$ cat src/design/assert_macros.svh
// Assertion macros shared by the segment clipper RTL.
// Needs a clock named clk_i and an active-low reset named rst_ni in scope.
`ifndef ASSERT_MACROS_SVH
`define ASSERT_MACROS_SVH

// Property that must hold at every clock edge outside reset.
`define SRCB_ASSERT(lbl, prop) \
  lbl: assert property (@(posedge clk_i) disable iff (!rst_ni) (prop)) \
    else $error("srcb assertion failed");

// Consequence that must hold in the cycle after the antecedent.
`define SRCB_ASSERT_NEXT(lbl, ante, cons) \
  lbl: assert property (@(posedge clk_i) disable iff (!rst_ni) (ante) |=> (cons)) \
    else $error("srcb assertion failed");

`endif

$ cat src/design/srcb_pkg.sv
// Shared types and constants of the segment region clipper.
// Used by every module of the block; depends on nothing.
package srcb_pkg;

  // Fixed field widths.
  localparam int unsigned CoordW  = 17;
  localparam int unsigned DiffW   = 18;
  localparam int unsigned RegW    = 15;
  localparam int unsigned RadSqW  = 30;
  localparam int unsigned SqW     = 36;
  localparam int unsigned CfgIdxW = 3;

  typedef logic signed [CoordW-1:0] coord_t;
  typedef logic signed [DiffW-1:0]  diff_t;

  // Configuration register indexes.
  typedef enum logic [CfgIdxW-1:0] {
    REG_IS_CIRCLE = 3'd0,
    REG_X         = 3'd1,
    REG_Y         = 3'd2,
    REG_WIDTH     = 3'd3,
    REG_HEIGHT    = 3'd4,
    REG_RADIUS    = 3'd5
  } srcb_reg_e;

  // Region description broadcast to all cells.
  typedef struct packed {
    logic              is_circle;
    logic [RegW-1:0]   x;
    logic [RegW-1:0]   y;
    logic [RegW-1:0]   width;
    logic [RegW-1:0]   height;
    logic [RadSqW-1:0] radius_sq;
  } srcb_region_t;

  // Segment word handed from cell to cell, with the best point found so far.
  typedef struct packed {
    coord_t start_x;
    coord_t start_y;
    diff_t  d_x;
    diff_t  d_y;
    coord_t pt_x;
    coord_t pt_y;
  } srcb_seg_t;

endpackage

$ cat src/design/srcb_cfg_regs.sv
// Region configuration registers of the segment clipper.
// Depends on srcb_pkg; the squared radius is formed when the radius is written.
module srcb_cfg_regs (
  input  logic                               clk_i,
  input  logic                               rst_ni,
  input  logic                               cfg_valid_i,
  input  logic [srcb_pkg::CfgIdxW-1:0]       cfg_index_i,
  input  logic [srcb_pkg::RegW-1:0]          cfg_data_i,
  output srcb_pkg::srcb_region_t             region_o
);
  import srcb_pkg::*;

  srcb_region_t      region_q, region_d;
  logic [RadSqW-1:0] radius_sq;

  assign radius_sq = cfg_data_i * cfg_data_i;

  // Register decode; writes to unknown indexes are dropped.
  always_comb begin
    region_d = region_q;
    if (cfg_valid_i) begin
      case (srcb_reg_e'(cfg_index_i))
        REG_IS_CIRCLE: region_d.is_circle = cfg_data_i[0];
        REG_X:         region_d.x         = cfg_data_i;
        REG_Y:         region_d.y         = cfg_data_i;
        REG_WIDTH:     region_d.width     = cfg_data_i;
        REG_HEIGHT:    region_d.height    = cfg_data_i;
        REG_RADIUS:    region_d.radius_sq = radius_sq;
        default:       region_d           = region_q;
      endcase
    end
  end

  always_ff @(posedge clk_i or negedge rst_ni) begin
    if (!rst_ni) begin
      region_q.is_circle <= 1'b0;
      region_q.x         <= '0;
      region_q.y         <= '0;
      region_q.width     <= RegW'(1);
      region_q.height    <= RegW'(1);
      region_q.radius_sq <= RadSqW'(1);
    end else begin
      region_q <= region_d;
    end
  end

  assign region_o = region_q;

endmodule

$ cat config.mk
export PLATFORM = sky130hd
export DESIGN_NAME = srcb_cfg_regs
export DESIGN_NICKNAME = d
export VERILOG_FILES = /design/src/design/assert_macros.svh /design/src/design/srcb_pkg.sv /design/src/design/srcb_cfg_regs.sv
export SDC_FILE = /design/constraint.sdc
export NUM_CORES = 1
export LEC_CHECK = 0
export ABC_AREA = 1
export BUFFER_PORTS_ARGS = -buffer_cell sky130_fd_sc_hd__buf_2
export CAP_MARGIN = 30
export CORE_MARGIN = 3
export CORE_UTILIZATION = 55
export CTS_BUF_LIST = sky130_fd_sc_hd__clkbuf_4 sky130_fd_sc_hd__clkbuf_8 sky130_fd_sc_hd__clkbuf_16
export DETAILED_ROUTE_END_ITERATION = 10
export GPL_TIMING_DRIVEN = 0
export PLACE_DENSITY = 0.78
export SKIP_CTS_REPAIR_TIMING = 1
export SLEW_MARGIN = 20
export SYNTH_ARGS = -nofsm -noshare
export SYNTH_HDL_FRONTEND = slang
export SYNTH_SLANG_ARGS = --single-unit
$ cat constraint.sdc
create_clock -name clk_i -period 0.8 [get_ports clk_i]
set_input_delay 0.08 -clock clk_i [delete_from_list [all_inputs] [get_ports clk_i]]
set_output_delay 0.08 -clock clk_i [all_outputs]
set_load 0.01 [all_outputs]
After elaboration in Yosys (flattened, before gate mapping)
Cells that the tools add are included.

operators by class
  multipliers = 1
  equal/unequal tests = 5
  reductions and logical operators = 7

operators by type and width
  cell                count
  $mul 15x15->30      1
  $reduce_and 2->1    6
  $eq 3x2->1 const B  2
  $eq 3x3->1 const B  2
  $eq 3x1->1 const B  1
  $logic_not 3->1     1

word-level totals
  register bits after elaboration = 91
  bits of input ports = 21
  output and inout port bits = 91

Longest topological paths before layout
  depth in word-level cells = 2
  depth in mapped cells = 28
  mapped depth without buffers = 26

Least setup slack after synthesis
Ideal clock, no wire load.

  path kind = input to register
  from = input cfg_data_i[0] in the netlist's numbering
  to = register region_q, in the netlist region_o[15]
  setup time = 0.120 ns
  data arrival time = 4.877 ns
  path slack = -4.198 ns
  stages = 25
  buffers on the path = 2
  cell sequence = clkbuf_1 clkbuf_1 nand2_1 inv_1 fa_1 inv_1 fa_1 inv_1 fa_1 inv_1 fa_1 inv_1 fa_1 inv_1 fa_1 inv_1 ha_1 nand2_2 inv_1 a21oi_1 nand2_2 a21oi_1 a21oi_1 o21ai_1 nand2_1

between the ends
  longest elaborated chain between the ends = 1

ends and longest elaborated chain
  element               line                 text
  start, declared       srcb_cfg_regs.sv:8   input logic [srcb_pkg::RegW-1:0] cfg_data_i,
  $mul 15x15->30        srcb_cfg_regs.sv:16  assign radius_sq = cfg_data_i * cfg_data_i;
  end signal, assigned  srcb_cfg_regs.sv:43  region_q <= region_d;
  end, declared         srcb_cfg_regs.sv:13  srcb_region_t region_q, region_d;

No other way between the ends.
A chain may end at the register's enable or synchronous reset.

Worst setup path in the final report
  from = input cfg_data_i[8] in the netlist's numbering
  to = register region_q, in the netlist region_o[22]

The elaborated chain is that of the path after synthesis.

==> results.md <==
- CTS tree: done
- Yosys warns: 0
- Fillers: 1189
- WS Path Type: input port to flop
- CTS Buf Count: 9
- Critical path startpoint category: input port
- H-tree depth: 3
- Total number of nets in the final design: 1761
- Drt drc: 0
- Post-DR vias/cell: 5.30
- Vert. Die Dim: around 140 um
- Run status: finished, violations left
- CP top delay family: adder cells
- Core ar.: 0.0181 sq mm
- Biggest area consumer among synthesized cells: fa_1
- Most common library cell in the layout ignoring fill and taps: nand2_1
- Minimum setup slack in the final design: -3.92 ns
- Top-level I/O count: 112
- Post-Layout Cell Count: 1746
- Fraction of registers with async set/reset: 100%
- Clock insertion delay at the later pin of the skew report: between 0.3 and 0.4 ns
- Post-route ant nets: 0
- Initial cell density of the core: 56.4%
- Total vias in the final route: 9256
- Post-route clock period utilization: 590%
- Worst Setup End Kind: flop
- Number of DRC markers in iteration 0: 653
- Final routed wire length divided by cell count: 17.4 um
- Worst path slowest cell: fa_1
- Number of antenna violations at the first check in global routing: 0
- Violated checks: negative hold slack, negative setup slack
- Count of state elements after synthesis: 90
- Drt first pass iters: 5
- Overflow left after global routing: 0
- Worst min path class: input port to asynchronous set/reset pin
- Fmax: 212 MHz
- Leading cell types in the layout, fill and taps excluded: nand2_1 (300), inv_1 (278), fa_1 (126), buf_4 (99), buf_2 (92)
- Total setup violations reported at the end of the flow: 120
- Timing startpoint of the critical path: cfg_data_i[8]
- Placement Rows: between 40 and 50
- Summed negative setup slack over all endpoints: -105.94 ns
- Number of buffer cells added on primary ports: ~110
- Maximum number of pins on one net before global-route repair: 58
- Library cells used by synthesis: 35
- Net count after synthesis: 1537
- Largest fanout on the critical path: 7
- Share of cells above drive strength 1: 32.7%
- Arr. time, crit path: 4.97 ns
- Post-CTS clock slew at the launch and capture registers of the worst setup and hold paths: 0.07 ns
- Dpl ws: -4.64 ns
- Full die area: 0.0203 sq mm
- Mapped Cells: 1288
- Critical path buffer and inverter count: 9
- Estimated wirelength of the detail-placed design: 20900 um
- Root Buffer Master: clkbuf_16
- Number of max-cap violations: 0
- Count of antenna diodes in the layout: 0
- Stage delay of the slowest cell on the critical path: ~0.54 ns
- Launch point of the worst reg-to-reg path: region_o[89]
- Max Slew Vio Count: 0
- Unrepaired setup endpoints after global routing: yes
- Post-placement cell count: 1624
- Worst clock skew: 0 ns
- Portion of synthesized cell area occupied by the leading cell type: between 20% and 30%
- Global-route wire length before repair: 42400 um
- Most used DFF post-synth: dfrtp_1
- Via count of the first global-routing pass: 8723
- Min Tclk post-route: 4.72 ns
- Number of buffers on the longest clock path: 2
- Top cell by count, worst path: fa_1
- Worst hold-check slack: -0.335 ns
- Hold Fails Final Rpt: 33
- Worst path required time: ~1.1 ns
- Sequential fraction of the synthesis area: roughly 22%
- Number of flip-flops under the largest register name: 90
- Cell area after technology mapping: 0.0102 sq mm
- RD Place Congestion: between 0.9 and 1
- Layout overhead on the synthesized area: 33.7%
- Number of sinks handled by clock tree synthesis: 90
- Die Wd: 142 um
- Routed wire length: slightly above 30000 um
- Synthesized area divided by synthesized cell count: 7.95 sq um
- Total global-route track usage: a little over a quarter
- Number of enable flip-flop cells after synthesis: 0
- Leading cell types by total area after synthesis: fa_1 (26%), dfrtp_1 (21%), nand2_1 (13%)
worst reg2reg max path: stages, from the launching register on:
cell and delay [ns]:
dfrtp_1 0.38, buf_4 0.13, nand2_1 0.05, o21ai_0 0.11
final timing paths:
kind / to / slack, ns / cells after the start
max: region_o[22] / -3.92 / 26
min: region_o[78] / -0.33 / 1
max reg2reg: region_o[89] / -0.02 / 3
min reg2reg: region_o[23] / 0.48 / 2
max in group asynchronous: region_o[45] / 0.47 / 2
min in group clk_i: region_o[2] / 0.01 / 2
routing by layer:
metal | share of wire, % | up-vias | global-route usage, %
met2 | 50 | 422 | 45.1
met5 | 0 | - | 0
met1 | 39 | 4470 | 33.6
met3 | 6.5 | 118 | 4.77
met4 | 5.0 | 0 | 10.3
li1 | - | 4246 | -
per-stage QoR:
| stage | util [%] | area [sq um] |
|---|---|---|
| 3_3_place_gp | 63.0 | 11400 |
| 3_5_place_dp | 63.2 | 11500 |
| 4_1_cts | 64.9 | 11800 |
| 6_report | 75.5 | 13700 |
| 5_1_grt | 75.5 | 13700 |
| 2_1_floorplan | - | 10600 |
synthesized netlist by cell type (9+ instances only):
master,n
a21oi_1,20
clkbuf_1,32
dfrtp_1,87
fa_1,135
ha_1,93
inv_1,323
nand2_1,368
nand2_2,16
nand3_1,35
nor2_1,28
nor2_2,12
o21ai_0,69
xnor2_1,13
xor2_1,9
cells by family (layout without fill, tap and decap cells):
logic type | Yosys count | count (layout) | synth area share, %
AOI/OAI and AO/OA | 104 | 104 | 5.36
xor gates and xnor gates | 22 | 22 | 1.88
DFF | 90 | 90 | 22.0
buffers and inverters | 362 | 591 | 13.4
adders and majority gates | 228 | 228 | 37.8
and+or+nand+nor | 481 | 481 | 19.6
other | 1 | 1 | 0.0366
layout make-up:
class | count | area (sq um) | share of cell area [%]
Inverter | 325 | 1230 | 8.95
Multi-Input combinational cell | 836 | 7530 | 55.0
Clock inverter | 7 | 92.6 | 0.676
Clock buffer | 9 | 225 | 1.64
Buffer | 37 | 432 | 3.15
Sequential cell | 90 | 2260 | 16.5
Tap cell | 229 | 287 | 2.09
Timing Repair Buffer | 213 | 1650 | 12.0
Power is left out: the tool's default activity adds up to more than one toggle a clock period on the data nets, which glitch-free logic cannot reach.
