<file path="src/design/assert_macros.svh">
// Assertion macros shared by the segment clipper RTL.
// Needs a clock named clk_i and an active-low reset named rst_ni in scope.
`ifndef ASSERT_MACROS_SVH
`define ASSERT_MACROS_SVH

// Property that must hold at every clock edge outside reset.
`define SRCB_ASSERT(lbl, prop) \
  lbl: assert property (@(posedge clk_i) disable iff (!rst_ni) (prop)) \
    else $error("srcb assertion failed");

// Consequence that must hold in the cycle after the antecedent.
`define SRCB_ASSERT_NEXT(lbl, ante, cons) \
  lbl: assert property (@(posedge clk_i) disable iff (!rst_ni) (ante) |=> (cons)) \
    else $error("srcb assertion failed");

`endif

</file>
<file path="src/design/srcb_pkg.sv">
// Shared types and constants of the segment region clipper.
// Used by every module of the block; depends on nothing.
package srcb_pkg;

  // Fixed field widths.
  localparam int unsigned CoordW  = 17;
  localparam int unsigned DiffW   = 18;
  localparam int unsigned RegW    = 15;
  localparam int unsigned RadSqW  = 30;
  localparam int unsigned SqW     = 36;
  localparam int unsigned CfgIdxW = 3;

  typedef logic signed [CoordW-1:0] coord_t;
  typedef logic signed [DiffW-1:0]  diff_t;

  // Configuration register indexes.
  typedef enum logic [CfgIdxW-1:0] {
    REG_IS_CIRCLE = 3'd0,
    REG_X         = 3'd1,
    REG_Y         = 3'd2,
    REG_WIDTH     = 3'd3,
    REG_HEIGHT    = 3'd4,
    REG_RADIUS    = 3'd5
  } srcb_reg_e;

  // Region description broadcast to all cells.
  typedef struct packed {
    logic              is_circle;
    logic [RegW-1:0]   x;
    logic [RegW-1:0]   y;
    logic [RegW-1:0]   width;
    logic [RegW-1:0]   height;
    logic [RadSqW-1:0] radius_sq;
  } srcb_region_t;

  // Segment word handed from cell to cell, with the best point found so far.
  typedef struct packed {
    coord_t start_x;
    coord_t start_y;
    diff_t  d_x;
    diff_t  d_y;
    coord_t pt_x;
    coord_t pt_y;
  } srcb_seg_t;

endpackage

</file>
<file path="src/design/srcb_out_skid.sv">
// Output register with a one-word skid stage for the segment clipper.
// Depends on srcb_pkg and assert_macros.svh.
`include "assert_macros.svh"

module srcb_out_skid (
  input  logic                   clk_i,
  input  logic                   rst_ni,
  input  logic                   push_i,
  input  srcb_pkg::coord_t       end_x_i,
  input  srcb_pkg::coord_t       end_y_i,
  output logic                   full_o,
  output logic                   out_valid_o,
  input  logic                   out_stall_i,
  output srcb_pkg::coord_t       end_x_o,
  output srcb_pkg::coord_t       end_y_o
);
  import srcb_pkg::*;

  logic   out_valid_q, out_valid_d;
  logic   skid_valid_q, skid_valid_d;
  coord_t out_x_q, out_x_d, out_y_q, out_y_d;
  coord_t skid_x_q, skid_x_d, skid_y_q, skid_y_d;
  logic   take;

  assign take = out_valid_q & ~out_stall_i;

  // The skid word refills the output first; a new word parks in the skid
  // stage only when the output register is held.
  always_comb begin
    out_valid_d  = out_valid_q;
    skid_valid_d = skid_valid_q;
    out_x_d      = out_x_q;
    out_y_d      = out_y_q;
    skid_x_d     = skid_x_q;
    skid_y_d     = skid_y_q;
    if (skid_valid_q) begin
      if (take) begin
        out_x_d      = skid_x_q;
        out_y_d      = skid_y_q;
        skid_valid_d = 1'b0;
      end
    end else if (push_i) begin
      if (!out_valid_q || take) begin
        out_valid_d = 1'b1;
        out_x_d     = end_x_i;
        out_y_d     = end_y_i;
      end else begin
        skid_valid_d = 1'b1;
        skid_x_d     = end_x_i;
        skid_y_d     = end_y_i;
      end
    end else if (take) begin
      out_valid_d = 1'b0;
    end
  end

  always_ff @(posedge clk_i or negedge rst_ni) begin
    if (!rst_ni) begin
      out_valid_q  <= 1'b0;
      skid_valid_q <= 1'b0;
    end else begin
      out_valid_q  <= out_valid_d;
      skid_valid_q <= skid_valid_d;
    end
  end

  always_ff @(posedge clk_i) begin
    out_x_q  <= out_x_d;
    out_y_q  <= out_y_d;
    skid_x_q <= skid_x_d;
    skid_y_q <= skid_y_d;
  end

  assign full_o      = skid_valid_q;
  assign out_valid_o = out_valid_q;
  assign end_x_o     = out_x_q;
  assign end_y_o     = out_y_q;

  // A parked word implies a held output word, and draining it leaves the
  // output register full and the skid stage empty.
  `SRCB_ASSERT(skid_implies_out, skid_valid_q |-> out_valid_q)
  `SRCB_ASSERT_NEXT(skid_refills_out, skid_valid_q && !out_stall_i, out_valid_q && !skid_valid_q)

endmodule

</file>
<file path="config.mk">
export PLATFORM = sky130hd
export DESIGN_NAME = srcb_out_skid
export DESIGN_NICKNAME = d
export VERILOG_FILES = /design/src/design/srcb_pkg.sv /design/src/design/srcb_out_skid.sv
export VERILOG_INCLUDE_DIRS = /design/src /design/src/design
export SDC_FILE = /design/constraint.sdc
export NUM_CORES = 1
export LEC_CHECK = 0
export BUFFER_PORTS_ARGS = -buffer_cell sky130_fd_sc_hd__buf_2
export CAP_MARGIN = 20
export CORE_UTILIZATION = 45
export CTS_BUF_LIST = sky130_fd_sc_hd__clkbuf_8
export DETAILED_ROUTE_END_ITERATION = 8
export GPL_TIMING_DRIVEN = 0
export PLACE_DENSITY = 0.74
export SYNTH_ARGS = -nofsm -noshare
export SYNTH_HDL_FRONTEND = slang
export SYNTH_SLANG_ARGS = --single-unit
</file>
<file path="constraint.sdc">
create_clock -name clk_i -period 2.9 [get_ports clk_i]
set_input_delay 0.58 -clock clk_i [delete_from_list [all_inputs] [get_ports clk_i]]
set_output_delay 0.58 -clock clk_i [all_outputs]
set_load 0.1 [all_outputs]
</file>
After elaboration in Yosys (flattened, before gate mapping)

Index checks and enable logic that the tools add are counted.

Output and inout bits: 36
Register bits after elaboration: 70

Bitwise gates (word level): 4
Reductions and logical operators: 8
Mux-type cells: 15
Equality and inequality tests: 2

Operators with widths:

| operator                                       | count |
|---|---|
| 2-to-1 mux 17 bit                              | 8 |
| AND reduction 3 bit                            | 3 |
| 2-to-1 mux 1 bit                               | 7 |
| nonzero test 2 bit                             | 3 |
| != test 2 x 1 -> 1 bit (second input constant) | 2 |
| NOT 1 bit                                      | 3 |
| bitwise AND 1 bit                              | 1 |
| logical NOT 1 bit                              | 1 |
| logical OR 1 bit                               | 1 |

Longest topological paths before layout

Depth in word-level cells: 6
Mapped depth: 4

Least setup slack after synthesis

OpenSTA, ideal clock, no wires.

Path kind: reg2reg
Start point: register skid_valid_q, in the netlist full_o
End point: register out_x_q[0], in the netlist end_x_o[0] (enable)
Arrival time: 3.013 ns
Path slack: -0.548 ns
Period minus slack after synthesis: 3.448 ns
Cell stages (with the launch flop): 5
Setup time: 0.435 ns
Cell sequence: dfrtp_1 -> buf_6 -> buf_6 -> nand2_1 -> a21boi_1

Word-level cells in the longest chain between the ends: 2

RTL lines:

| element                                                                       | RTL line            | text |
|---|---|---|
| from (decl)                                                                   | srcb_out_skid.sv:20 | `logic skid_valid_q, skid_valid_d;` |
| from (signal assigned)                                                        | srcb_out_skid.sv:63 | `skid_valid_q <= skid_valid_d;` |
| != test 2 x 1 -> 1 bit (no line) / nonzero test 2 bit (equally long branches) | --                  |  |
| AND reduction 3 bit (no line) *                                               | --                  |  |
| to (signal assigned)                                                          | srcb_out_skid.sv:68 | `out_x_q <= out_x_d;` |
| to (decl)                                                                     | srcb_out_skid.sv:21 | `coord_t out_x_q, out_x_d, out_y_q, out_y_d;` |

Every way passes the cells marked *; elsewhere a longest branch is shown, timed or not.
A chain may end at the register's enable or synchronous reset.

Worst setup path after layout

Start point: register skid_valid_q, in the netlist full_o
End point: register out_y_q[0], in the netlist end_y_o[0] (enable)

Word-level cells in the longest chain between the ends: 2

RTL lines:

| element                                                                       | RTL line            | text |
|---|---|---|
| != test 2 x 1 -> 1 bit (no line) / nonzero test 2 bit (equally long branches) | --                  |  |
| AND reduction 3 bit (no line) *                                               | --                  |  |
| to (signal assigned)                                                          | srcb_out_skid.sv:69 | `out_y_q <= out_y_d;` |
| to (decl)                                                                     | srcb_out_skid.sv:21 |  |

Marks and branches as above.

==> impl_results.md <==
- Post_cts resized: 0
- I/O Buffers: 73
- Synth warn: 0
- Nets@finish: 242
- Crit path kind: flop to flop
- Critical path origin: full_o
- Final wirelength: 4307 um
- Via density per instance: 4.842
- Largest net degree at the start of global routing: 22
- Setup violators final: 0
- Skew-Pair Late Insertion Delay: 0.33 ns
- Synth cell types: 13
- Die ar.: 6143 um2
- Vias: 1351
- Initial Util: 0.4709
- Worst endpoint required time: 2.93 ns
- Final HPWL from detailed placement: 2924 um
- Initial antenna violation count: 0
- CP endpoint: end_y_o[0]
- Final TNS setup: 0 ns
- CTS tree: yes
- Most frequent cells in the layout: buf_2, edfxtp_1, mux2_4, mux2_2, clkbuf_8
- Worst min path class: input port to asynchronous set/reset pin
- Setup crit start kind: flop
- Worst-margin pin slew: 0.5977 ns
- Max incr delay on CP: 0.51 ns
- Core area: 5574 um2
- Post-Syn Nets: 156
- H-Tree Depth: 3
- Vias in the first global route: 1335
- Clock Tree Root: clkbuf_8
- Crit-path max FO: 21
- Reg clk slew, reported paths: 0.06 ns
- Seq/Total Area, Yosys: 0.7969
- Std-Cell Rows: 27
- Fill count: 440
- Cell taking the most area after synthesis: edfxtp_1
- Max-cap violations: 0
- Post-route minimum period: 1.916 ns
- Critical-path cell list: buf_6 -> buf_6 -> nand2_1 -> a21boi_4 -> buf_16
- First-pass GRT wire length: 6672 um
- GPL Wtd Cong: 0.7155
- Chip width: 78.38 um
- Avg Cell Area, Syn: 22.25 um2
- Worst Slack Setup Final: 0.9842 ns
- Cells after synthesis: 118
- Commonest non-fill, non-tap cell in the layout: buf_2
- Layout cells sized above 1: 0.6039
- Syn Std Cell Area: 2625 um2
- Synth top area share: 0.7779
- Max Clk Rate: 0.5220 GHz
- Total GRT Usage: 0.1519
- Clock buffer depth: 2
- Slew Viols, Final: 0
- Final hold violation count: 0
- Drt drc: 0
- CTS Buf Count: 9
- Tcrit/Tclk final: 0.6606
- Die height: 78.38 um
- #FFs+latches synth: 70
- Iter 0 DRT Violations: 49
- Area grow syn2layout: 25.64%
- WP data arrival: 1.94 ns
- Synth top area cells: edfxtp_1, mux2_4, mux2_2, dfrtp_1, buf_6
- Element type at the critical path end: flop
- Critical R2R Capture: end_y_o[0]
- # IOs: 74
- FF-to-FF setup slack: 0.98 ns
- Post-CTS Setup Inserts: 0
- DRT Pass-1 Iters: 4
- Antenna-violating nets left: 0
- Most used cell, CP: buf_6
- FF-to-FF Start: full_o
- Max stage delay cell, worst path: a21boi_4
- RSZ-0062 raised after global routing: no
- # diodes: 0
- Avg WL per Cell: 15.44 um
- GRT overflow: 0
- Slew headroom: 0.6006
- Run status: finished, final reports clean
- R2r worst-path depth: 5
- Hold_buf cts: 0
- Dpl ws: 0.9410 ns
- Clock Sinks: 70
- Clock Skews: 0.008644 ns
-- per-layer routing --
metal  part of all wire  vias up  track usage
met2               0.52       41       0.2491
li1                   -      636            -
met1               0.41      664       0.1746
met3              0.046       10      0.04767
met5                  0        -            0
met4              0.019        0      0.09074
-- metrics by stage --
stage                     hold WS, ns  cells  utilization  instance area [um2]
after global placement         0.3678    263       0.5538                 3087
after global routing          0.01162    279       0.5917                 3298
after detailed placement       0.3702    265       0.5659                 3154
after CTS                     0.01212    279       0.5917                 3298
final                         0.03199    279       0.5917                 3298
after floorplan                0.2844    118            -                 2631
-- worst min-delay path by stage --
stage	start	end	slack [ns]	depth (start not counted)
after floorplan	rst_ni	full_o	0.28	0
final	rst_ni	full_o	0.03	1
after detailed placement	rst_ni	full_o	0.37	1
after CTS	rst_ni	full_o	0.01	1
after global routing	rst_ni	full_o	0.01	1
after global placement	rst_ni	full_o	0.37	1
-- synth_stat cells --
| cell type | instances |
|---|---|
| a21boi_1 | 1 |
| a21oi_1 | 2 |
| buf_2 | 1 |
| buf_6 | 3 |
| dfrtp_1 | 2 |
| edfxtp_1 | 68 |
| inv_1 | 1 |
| mux2_2 | 17 |
| mux2_4 | 17 |
| nand2_1 | 3 |
| nand2b_1 | 1 |
| nor2_1 | 1 |
| o21ai_0 | 1 |
-- worst max-delay path, delay by kind of cell (launching register included) --
family	cells	cell delay, ns
AOI/OAI and AO/OA	1	0.51
and+or+nand+nor	1	0.11
DFF	1	0.40
buffers and inverters	3	0.60
-- logic make-up after synthesis --
kind of cell           Yosys count  share of synthesized area
flip-flops                      70                     0.7970
AO/OA/AOI/OAI                    4                   0.008579
buffers and inverters            5                    0.01620
AND/OR/NAND/NOR                  5                   0.008103
multiplexers                    34                     0.1702
-- sequential cells by signal, summed over array words and instances, names as in the netlist --
signal	cells
full_o	1
end_x_o	17
skid_y_q	17
skid_x_q	17
out_valid_o	1
end_y_o	17
-- area by class of cell --
cell class	instances	area [um2]	share of cell area
tap	72	90.09	0.02731
timing repair buffer	75	420.4	0.1275
clock inverter	5	20.02	0.006070
inverter	1	3.754	0.001138
buffer	4	38.79	0.01176
sequential	70	2092	0.6343
clock buffer	9	123.9	0.03756
multi-input combinational	43	509.2	0.1544
Power is not shown: default switching activity piles up to over one toggle a cycle in this logic, so the estimate is an artifact.
