File: config.mk
export PLATFORM = sky130hd
export DESIGN_NAME = srcb_cell
export DESIGN_NICKNAME = d
export VERILOG_FILES = /design/src/design/srcb_pkg.sv /design/src/design/srcb_cell.sv
export VERILOG_INCLUDE_DIRS = /design/src /design/src/design
export SDC_FILE = /design/constraint.sdc
export NUM_CORES = 2
export LEC_CHECK = 0
export BUFFER_PORTS_ARGS = -buffer_cell sky130_fd_sc_hd__buf_2
export CORE_ASPECT_RATIO = 0.7
export CORE_MARGIN = 2
export CORE_UTILIZATION = 40
export DETAILED_ROUTE_END_ITERATION = 7
export PLACE_DENSITY = 0.6
export SLEW_MARGIN = 20
export SYNTH_ARGS = -nofsm -noshare
export SYNTH_HDL_FRONTEND = slang
export SYNTH_SLANG_ARGS = --single-unit
File: constraint.sdc
create_clock -name clk_i -period 8.2 [get_ports clk_i]
set_clock_uncertainty 0.2 [all_clocks]
set_input_delay 1.64 -clock clk_i [delete_from_list [all_inputs] [get_ports clk_i]]
set_output_delay 1.64 -clock clk_i [all_outputs]
set_load 0.05 [all_outputs]
File: src/design/assert_macros.svh
// Assertion macros shared by the segment clipper RTL.
// Needs a clock named clk_i and an active-low reset named rst_ni in scope.
`ifndef ASSERT_MACROS_SVH
`define ASSERT_MACROS_SVH

// Property that must hold at every clock edge outside reset.
`define SRCB_ASSERT(lbl, prop) \
  lbl: assert property (@(posedge clk_i) disable iff (!rst_ni) (prop)) \
    else $error("srcb assertion failed");

// Consequence that must hold in the cycle after the antecedent.
`define SRCB_ASSERT_NEXT(lbl, ante, cons) \
  lbl: assert property (@(posedge clk_i) disable iff (!rst_ni) (ante) |=> (cons)) \
    else $error("srcb assertion failed");

`endif

File: src/design/srcb_pkg.sv
// Shared types and constants of the segment region clipper.
// Used by every module of the block; depends on nothing.
package srcb_pkg;

  // Fixed field widths.
  localparam int unsigned CoordW  = 17;
  localparam int unsigned DiffW   = 18;
  localparam int unsigned RegW    = 15;
  localparam int unsigned RadSqW  = 30;
  localparam int unsigned SqW     = 36;
  localparam int unsigned CfgIdxW = 3;

  typedef logic signed [CoordW-1:0] coord_t;
  typedef logic signed [DiffW-1:0]  diff_t;

  // Configuration register indexes.
  typedef enum logic [CfgIdxW-1:0] {
    REG_IS_CIRCLE = 3'd0,
    REG_X         = 3'd1,
    REG_Y         = 3'd2,
    REG_WIDTH     = 3'd3,
    REG_HEIGHT    = 3'd4,
    REG_RADIUS    = 3'd5
  } srcb_reg_e;

  // Region description broadcast to all cells.
  typedef struct packed {
    logic              is_circle;
    logic [RegW-1:0]   x;
    logic [RegW-1:0]   y;
    logic [RegW-1:0]   width;
    logic [RegW-1:0]   height;
    logic [RadSqW-1:0] radius_sq;
  } srcb_region_t;

  // Segment word handed from cell to cell, with the best point found so far.
  typedef struct packed {
    coord_t start_x;
    coord_t start_y;
    diff_t  d_x;
    diff_t  d_y;
    coord_t pt_x;
    coord_t pt_y;
  } srcb_seg_t;

endpackage

File: src/design/srcb_cell.sv
// One bisection step of the segment clipper, pipelined over four registers.
// Depends on srcb_pkg and assert_macros.svh.
`include "assert_macros.svh"

module srcb_cell #(
  parameter int unsigned FRACTION_BITS = 20
) (
  input  logic                           clk_i,
  input  logic                           rst_ni,
  input  logic                           en_i,
  input  srcb_pkg::srcb_region_t         region_i,
  input  logic                           valid_i,
  input  srcb_pkg::srcb_seg_t            seg_i,
  input  logic [FRACTION_BITS:0]         lo_i,
  input  logic [FRACTION_BITS:0]         hi1_i,
  output logic                           valid_o,
  output srcb_pkg::srcb_seg_t            seg_o,
  output logic [FRACTION_BITS:0]         lo_o,
  output logic [FRACTION_BITS:0]         hi1_o
);
  import srcb_pkg::*;

  // hi1 is the upper bound plus one, so both bounds stay non-negative.
  localparam int unsigned TW = FRACTION_BITS + 1;
  localparam int unsigned PW = DiffW + TW + 1;
  localparam logic [PW-1:0] Bias = {{(PW - FRACTION_BITS){1'b0}}, {FRACTION_BITS{1'b1}}};

  // Stage 1: midpoint and the two products d * mid.
  logic [TW:0]            mid_sum;
  logic [TW-1:0]          mid;
  logic signed [PW-1:0]   prod_x, prod_y;

  logic                   s1_valid_q;
  srcb_seg_t              s1_seg_q;
  logic [TW-1:0]          s1_lo_q, s1_hi1_q, s1_mid_q;
  logic signed [PW-1:0]   s1_px_q, s1_py_q;

  assign mid_sum = {1'b0, lo_i} + {1'b0, hi1_i};
  assign mid     = mid_sum[TW:1];
  assign prod_x  = $signed(seg_i.d_x) * $signed({1'b0, mid});
  assign prod_y  = $signed(seg_i.d_y) * $signed({1'b0, mid});

  always_ff @(posedge clk_i or negedge rst_ni) begin
    if (!rst_ni) begin
      s1_valid_q <= 1'b0;
    end else if (en_i) begin
      s1_valid_q <= valid_i;
    end
  end

  always_ff @(posedge clk_i) begin
    if (en_i) begin
      s1_seg_q <= seg_i;
      s1_lo_q  <= lo_i;
      s1_hi1_q <= hi1_i;
      s1_mid_q <= mid;
      s1_px_q  <= prod_x;
      s1_py_q  <= prod_y;
    end
  end

  // Stage 2: divide by 2^F rounding toward zero, form the probe point,
  // run the rectangle test and the offsets from the circle center.
  logic [PW-1:0]          adj_x, adj_y;
  logic [DiffW-1:0]       scaled_x, scaled_y;
  logic [DiffW-1:0]       probe_x, probe_y;
  logic [RegW:0]          right, bottom;
  logic                   rect_in;
  logic [DiffW-1:0]       off_x, off_y;

  logic                   s2_valid_q;
  srcb_seg_t              s2_seg_q;
  logic [TW-1:0]          s2_lo_q, s2_hi1_q, s2_mid_q;
  coord_t                 s2_probe_x_q, s2_probe_y_q;
  logic                   s2_rect_q;
  logic [DiffW-1:0]       s2_off_x_q, s2_off_y_q;

  assign adj_x    = s1_px_q[PW-1] ? (PW'(s1_px_q) + Bias) : PW'(s1_px_q);
  assign adj_y    = s1_py_q[PW-1] ? (PW'(s1_py_q) + Bias) : PW'(s1_py_q);
  assign scaled_x = adj_x[FRACTION_BITS +: DiffW];
  assign scaled_y = adj_y[FRACTION_BITS +: DiffW];
  assign probe_x  = {s1_seg_q.start_x[CoordW-1], s1_seg_q.start_x} + scaled_x;
  assign probe_y  = {s1_seg_q.start_y[CoordW-1], s1_seg_q.start_y} + scaled_y;

  assign right    = {1'b0, region_i.x} + {1'b0, region_i.width};
  assign bottom   = {1'b0, region_i.y} + {1'b0, region_i.height};
  assign rect_in  = ($signed(probe_x) >= $signed({3'b000, region_i.x}))
                 && ($signed(probe_x) <= $signed({2'b00, right}))
                 && ($signed(probe_y) >= $signed({3'b000, region_i.y}))
                 && ($signed(probe_y) <= $signed({2'b00, bottom}));
  assign off_x    = probe_x - {3'b000, region_i.x};
  assign off_y    = probe_y - {3'b000, region_i.y};

  always_ff @(posedge clk_i or negedge rst_ni) begin
    if (!rst_ni) begin
      s2_valid_q <= 1'b0;
    end else if (en_i) begin
      s2_valid_q <= s1_valid_q;
    end
  end

  always_ff @(posedge clk_i) begin
    if (en_i) begin
      s2_seg_q     <= s1_seg_q;
      s2_lo_q      <= s1_lo_q;
      s2_hi1_q     <= s1_hi1_q;
      s2_mid_q     <= s1_mid_q;
      s2_probe_x_q <= probe_x[CoordW-1:0];
      s2_probe_y_q <= probe_y[CoordW-1:0];
      s2_rect_q    <= rect_in;
      s2_off_x_q   <= off_x;
      s2_off_y_q   <= off_y;
    end
  end

  // Stage 3: squared distances from the circle center.
  logic signed [SqW-1:0]  sq_x, sq_y;

  logic                   s3_valid_q;
  srcb_seg_t              s3_seg_q;
  logic [TW-1:0]          s3_lo_q, s3_hi1_q, s3_mid_q;
  coord_t                 s3_probe_x_q, s3_probe_y_q;
  logic                   s3_rect_q;
  logic [SqW-1:0]         s3_sq_x_q, s3_sq_y_q;

  assign sq_x = $signed(s2_off_x_q) * $signed(s2_off_x_q);
  assign sq_y = $signed(s2_off_y_q) * $signed(s2_off_y_q);

  always_ff @(posedge clk_i or negedge rst_ni) begin
    if (!rst_ni) begin
      s3_valid_q <= 1'b0;
    end else if (en_i) begin
      s3_valid_q <= s2_valid_q;
    end
  end

  always_ff @(posedge clk_i) begin
    if (en_i) begin
      s3_seg_q     <= s2_seg_q;
      s3_lo_q      <= s2_lo_q;
      s3_hi1_q     <= s2_hi1_q;
      s3_mid_q     <= s2_mid_q;
      s3_probe_x_q <= s2_probe_x_q;
      s3_probe_y_q <= s2_probe_y_q;
      s3_rect_q    <= s2_rect_q;
      s3_sq_x_q    <= SqW'(sq_x);
      s3_sq_y_q    <= SqW'(sq_y);
    end
  end

  // Stage 4: circle test, pick the region test and move one bound.
  logic [SqW:0]           dist_sq;
  logic                   circle_in;
  logic                   probe_in;
  srcb_seg_t              seg_d;

  logic                   valid_q;
  srcb_seg_t              seg_q;
  logic [TW-1:0]          lo_q, hi1_q;

  assign dist_sq   = {1'b0, s3_sq_x_q} + {1'b0, s3_sq_y_q};
  assign circle_in = dist_sq <= (SqW + 1)'(region_i.radius_sq);
  assign probe_in  = region_i.is_circle ? circle_in : s3_rect_q;

  always_comb begin
    seg_d = s3_seg_q;
    if (probe_in) begin
      seg_d.pt_x = s3_probe_x_q;
      seg_d.pt_y = s3_probe_y_q;
    end
  end

  always_ff @(posedge clk_i or negedge rst_ni) begin
    if (!rst_ni) begin
      valid_q <= 1'b0;
    end else if (en_i) begin
      valid_q <= s3_valid_q;
    end
  end

  always_ff @(posedge clk_i) begin
    if (en_i) begin
      seg_q <= seg_d;
      lo_q  <= probe_in ? s3_mid_q : s3_lo_q;
      hi1_q <= probe_in ? s3_hi1_q : s3_mid_q;
    end
  end

  assign valid_o = valid_q;
  assign seg_o   = seg_q;
  assign lo_o    = lo_q;
  assign hi1_o   = hi1_q;

  // The midpoint stays within the bounds, and the bounds never cross.
  `SRCB_ASSERT(cell_mid_in_bounds, s1_valid_q |-> (s1_mid_q >= s1_lo_q && s1_mid_q <= s1_hi1_q))
  `SRCB_ASSERT(cell_bounds_ordered, valid_q |-> lo_q <= hi1_q)

endmodule

### Word-level counts from Yosys, hierarchy flattened

Index checks and enable logic that the tools add are counted.

* input bits: 241
* register bits after elaboration: 909
* word-level logic and storage cells: 79
* output and inout bits: 147

* reductions and logical operators: 3
* add/subtract/negate cells: 10
* order comparisons: 5
* multipliers: 4
* muxes and demuxes: 6

Operators by type and width (number)
* multiplier 18 x 22 -> 40 bit: 2
* adder 38 x 20 -> 38 bit (second input constant): 2
* 2-to-1 mux 38 bit: 2
* multiplier 18 x 18 -> 36 bit: 2
* 2-to-1 mux 21 bit: 2
* adder 36 x 36 -> 37 bit: 1
* <= comparator 37 x 30 -> 1 bit: 1
* adder 18 bit: 2
* greater-or-equal comparator 18 x 16 -> 1 bit: 2
* <= comparator 18 x 17 -> 1 bit: 2
* subtractor 18 x 15 -> 18 bit: 2
* 2-to-1 mux 34 bit: 1
* adder 15 x 15 -> 16 bit: 2
* adder 21 x 21 -> 22 bit: 1
* logical AND 1 bit: 3
* 2-to-1 mux 1 bit: 1

### Logic depth before layout (Yosys ltp)

* word-level depth: 7
* mapped depth: 37
* gate-level depth less buffers: 35

### Worst setup path after synthesis

No wires, ideal clock.

* path kind: in2reg
* from: input lo_i[2]
* to: register s1_px_q[34] (data pin)
* cell stages on the path: 31
* arrival time: 9.607 ns
* library setup time: 0.258 ns
* data required time: 7.742 ns
* path buffers: 1
* slack: -1.865 ns
* cell sequence: ha_1 > nor2b_1 > o21a_1 > o21ai_0 > nand2b_1 > a31o_2 > a2111oi_2 > o211ai_1 > a22oi_1 > clkbuf_1 > nand2_1 > fa_1 > fa_1 > fa_1 > inv_1 > fa_1 > fa_1 > inv_1 > fa_1 > inv_1 > ha_1 > a21o_1 > a21o_1 > a21oi_1 > nand4_1 > a221oi_1 > a21oi_1 > a2111oi_0 > o21ai_0 > a21oi_1 > xnor2_1

* word-level cells in the longest chain between the ends: 2

RTL lines
* start, declared: RTL line srcb_cell.sv:14 `input logic [FRACTION_BITS:0] lo_i,`
* adder 21 x 21 -> 22 bit: RTL line srcb_cell.sv:38 `assign mid_sum = {1'b0, lo_i} + {1'b0, hi1_i};`
* via mid_sum[18]: RTL line srcb_cell.sv:29 `logic [TW:0] mid_sum;`
* multiplier 18 x 22 -> 40 bit: RTL line srcb_cell.sv:40 `assign prod_x = $signed(seg_i.d_x) * $signed({1'b0, mid});`
* via prod_x[34]: RTL line srcb_cell.sv:31 `logic signed [PW-1:0] prod_x, prod_y;`
* end signal, assigned: RTL line srcb_cell.sv:57 `s1_px_q <= prod_x;`
* end, declared: RTL line srcb_cell.sv:36 `logic signed [PW-1:0] s1_px_q, s1_py_q;`

The timed path passes the listed nets, and every way through them passes these cells.
A chain may end at the register's enable or synchronous reset.

### Final worst setup path

* from: input lo_i[2]
* to: register s1_px_q[34] (data pin)

* word-level cells in the longest chain between the ends: 2

RTL lines (RTL line)
* adder 21 x 21 -> 22 bit: srcb_cell.sv:38
* multiplier 18 x 22 -> 40 bit: srcb_cell.sv:40
* via prod_x[34]: srcb_cell.sv:31

The timed path passes the listed nets, and every way through them passes these cells.

==> key figures <==
Cells and area
  • Commonest non-fill, non-tap cell in the layout: inv_1
  • # nets final: 10300
  • Area grow syn2layout: 16.3%
  • Commonest cells after routing, fill and taps aside: inv_1 (1555), fa_1 (1193), edfxtp_1 (901)
  • Layout cells sized above 1: approximately 17%
  • Antenna Cells: 0

Die
  • Initial Util: between 40 and 50%
  • I/O Pins: roughly 390
  • DIE WIDTH: about 550 um
  • Die area: between 200000 and 250000 sq um
  • Die height: slightly below 400 um
  • Core Rows: 140
  • Core area: around 210000 sq um

Global routing
  • Pin count of the biggest net entering global routing: 189
  • Gr ovfl total: 0
  • First-pass GRT wire length: 317 mm
  • Initial antenna violation count: 1
  • Vias in the first global route: just under 60000
  • Total Routing Usage GR: between 10% and 20%

Setup path
  • CP most frequent cell: fa_1
  • CP max stage delay: about 0.51 ns
  • Type of origin of the critical path: input pin
  • Reg2reg end: s3_sq_x_q[35]$_DFFE_PP_
  • Worst reg2reg path depth: 24
  • Crit-path max FO: 4
  • Worst R2R Start: s2_off_x_q[10]$_DFFE_PP_
  • WP data required: approximately 8.5 ns
  • Worst R2R Setup Slack: 0.46 ns
  • Data arrival, critical path: around 9.4 ns
  • Worst setup path category: in -> reg
  • CP Capture Type: flop
  • CP max stage cell: fa_1

STA
  • Setup WS post-layout: -0.932 ns
  • Fin. Hold Viols: 0
  • Part of the cycle the worst path needs: 111%
  • # setup viols final: 37
  • Minimum clock period: 9.13 ns
  • Fmax: between 100 and 150 MHz
  • Hold Slack: 0.199 ns
  • Worst-margin pin slew: between 1 and 1.5 ns
  • Max-slew headroom: a little under a third
  • Unrepaired setup endpoints after global routing: yes
  • Max Slew Vio Count: 0

Yosys
  • Syn_nets: 9548
  • Synthesized flop and latch total: 905
  • Synth warn: 0
  • Async SR Flop Fraction: less than 1%
  • Count of cell types in the netlist: a little under 80
  • Synth Cell Area: 83800 sq um
  • EDFF count, synth: ~900
  • Cells after Synth: 7400
  • Average size of a mapped cell: 11.3 sq um
  • Sequential share of the synthesized area: about a third
  • Main synth FF type: edfxtp_1

Detailed routing
  • DRC: 0
  • Vias per Instance: 4.91
  • Drt pass-1 iters: 5
  • Total wire length: ~200 mm
  • Post-route ant nets: 0
  • Wirelength per Cell: between 15 and 20 um
  • Initial DRC Count: about 3200
  • Via count: approximately 54000

Flow run
  • Max cap viols: 0

Clock network
  • Clock Latency Late Sink: between 0.7 and 0.8 ns
  • Cts-stage hold buffer count: 0
  • H-Tree Depth: 3
  • Clk sinks: approximately 900
  • Root Buffer: clkbuf_16
  • TritonCTS Buffers: 95
  • CTS tree: built
  • Clock buffer depth: 3
  • CTS clk-pin slew, worst paths: roughly 0.060 ns

Min path
  • Worst hold path type: reg -> reg
  • WHS Endpoint: s3_seg_q[34]$_DFFE_PP_
  • WHS Path Cells: 0
  • Min-delay src: s2_seg_q[34]$_DFFE_PP_

Place
  • GP Congestion: between 0.8 and 0.9
  • DPL Wire Length: about 160 mm
  • PortBufs: about 390
  • Place WS: -1.85 ns

Status
  • Status: finished with violations
  • Failing checks: setup timing
==> worst max-delay path by stage <==
stage	start	end
after floorplan	lo_i[2]	s1_px_q[34]$_DFFE_PP_
after global placement	lo_i[2]	s1_px_q[34]$_DFFE_PP_
after detailed placement	lo_i[2]	s1_px_q[34]$_DFFE_PP_
after CTS	lo_i[2]	s1_px_q[34]$_DFFE_PP_
after global routing	hi1_i[1]	s1_px_q[34]$_DFFE_PP_
final	lo_i[2]	s1_px_q[34]$_DFFE_PP_
==> final cells by class <==
class	instances	area (sq um)
flip-flops and latches	905	27200
clock buffers	106	2430
repair buffers	865	6290
multi-input cells	4680	51400
inverters	1604	6020
fillers	19000	111000
well taps	2769	3460
clock inverters	61	657
==> cells by family (layout without fill, tap and decap cells) <==
logic type | Yosys count | after routing | synth area share, %
fa+ha+maj | 1907 | 1907 | 39.3
buf+inv | 1816 | 2636 | 8.24
simple gates | 1653 | 1653 | 9.88
flops | 905 | 905 | 32.4
compound gates | 725 | 725 | 5.61
xor+xnor | 307 | 308 | 3.21
mux | 87 | 87 | 1.32
==> state kept, by name (all words and copies together), names as in the netlist, 35 cells and up <==
name,cells
seg_o,104
s3_seg_q,104
s1_seg_q,104
s3_sq_y_q,35
s2_seg_q,104
s1_py_q,39
s3_sq_x_q,35
s1_px_q,39
==> critical path: cells and delay by family <==
family          cells  cell delay [ns]
fa+ha+maj           8             3.25
compound gates     13             2.95
buf+inv             8             0.76
simple gates        5             0.72
xor+xnor            1             0.08
==> layer usage <==
| layer | wire length, um | track usage (%) | vias up |
|---|---|---|---|
| li1 | - | - | 25000 |
| met1 | 89900 | 26.5 | 27500 |
| met2 | 94800 | 30.8 | 1305 |
| met3 | 11800 | 3.05 | 231 |
| met4 | 3870 | 3.59 | 0 |
| met5 | 0 | 0 | - |
==> repair_timing <==
action / 4_1_cts / 5_1_grt
cloned: 1 / 4
buffers inserted: 17 / 57
pin swaps: 40 / 175
gates resized for setup: 83 / 260
setup endpoints to repair: 45 / 52
==> cells in the mapped netlist (43+ instances only) <==
cell | instances | share of area (%)
nor2_1 | 184 | 0.82
clkbuf_1 | 196 | 0.88
nand2_1 | 605 | 2.7
a21o_1 | 120 | 1.1
fa_1 | 1212 | 29
nor2b_1 | 82 | 0.61
o21ai_0 | 116 | 0.69
a21oi_1 | 235 | 1.4
ha_1 | 695 | 10
inv_1 | 1604 | 7.2
xnor2_1 | 221 | 2.3
mux2_2 | 43 | 0.58
edfxtp_1 | 901 | 32
nand3_1 | 54 | 0.32
and2_1 | 503 | 3.8
nand2b_1 | 52 | 0.39
nor3_1 | 55 | 0.33
xor2_1 | 86 | 0.90
==> metrics by stage <==
stage          cells  setup TNS (ns)  util, %  cell area, sq um
2_1_floorplan   7400          -18.97        -             84300
3_3_place_gp   10800          -63.68     44.3             92200
3_5_place_dp   10800          -65.88     44.3             92200
4_1_cts        10900          -19.22     46.0             95800
5_1_grt        11000          -29.53     46.8             97400
6_report       11000          -19.86     46.8             97400
Power is left out: the tool's default activity adds up to more than one toggle a clock period on the data nets, which glitch-free logic cannot reach.
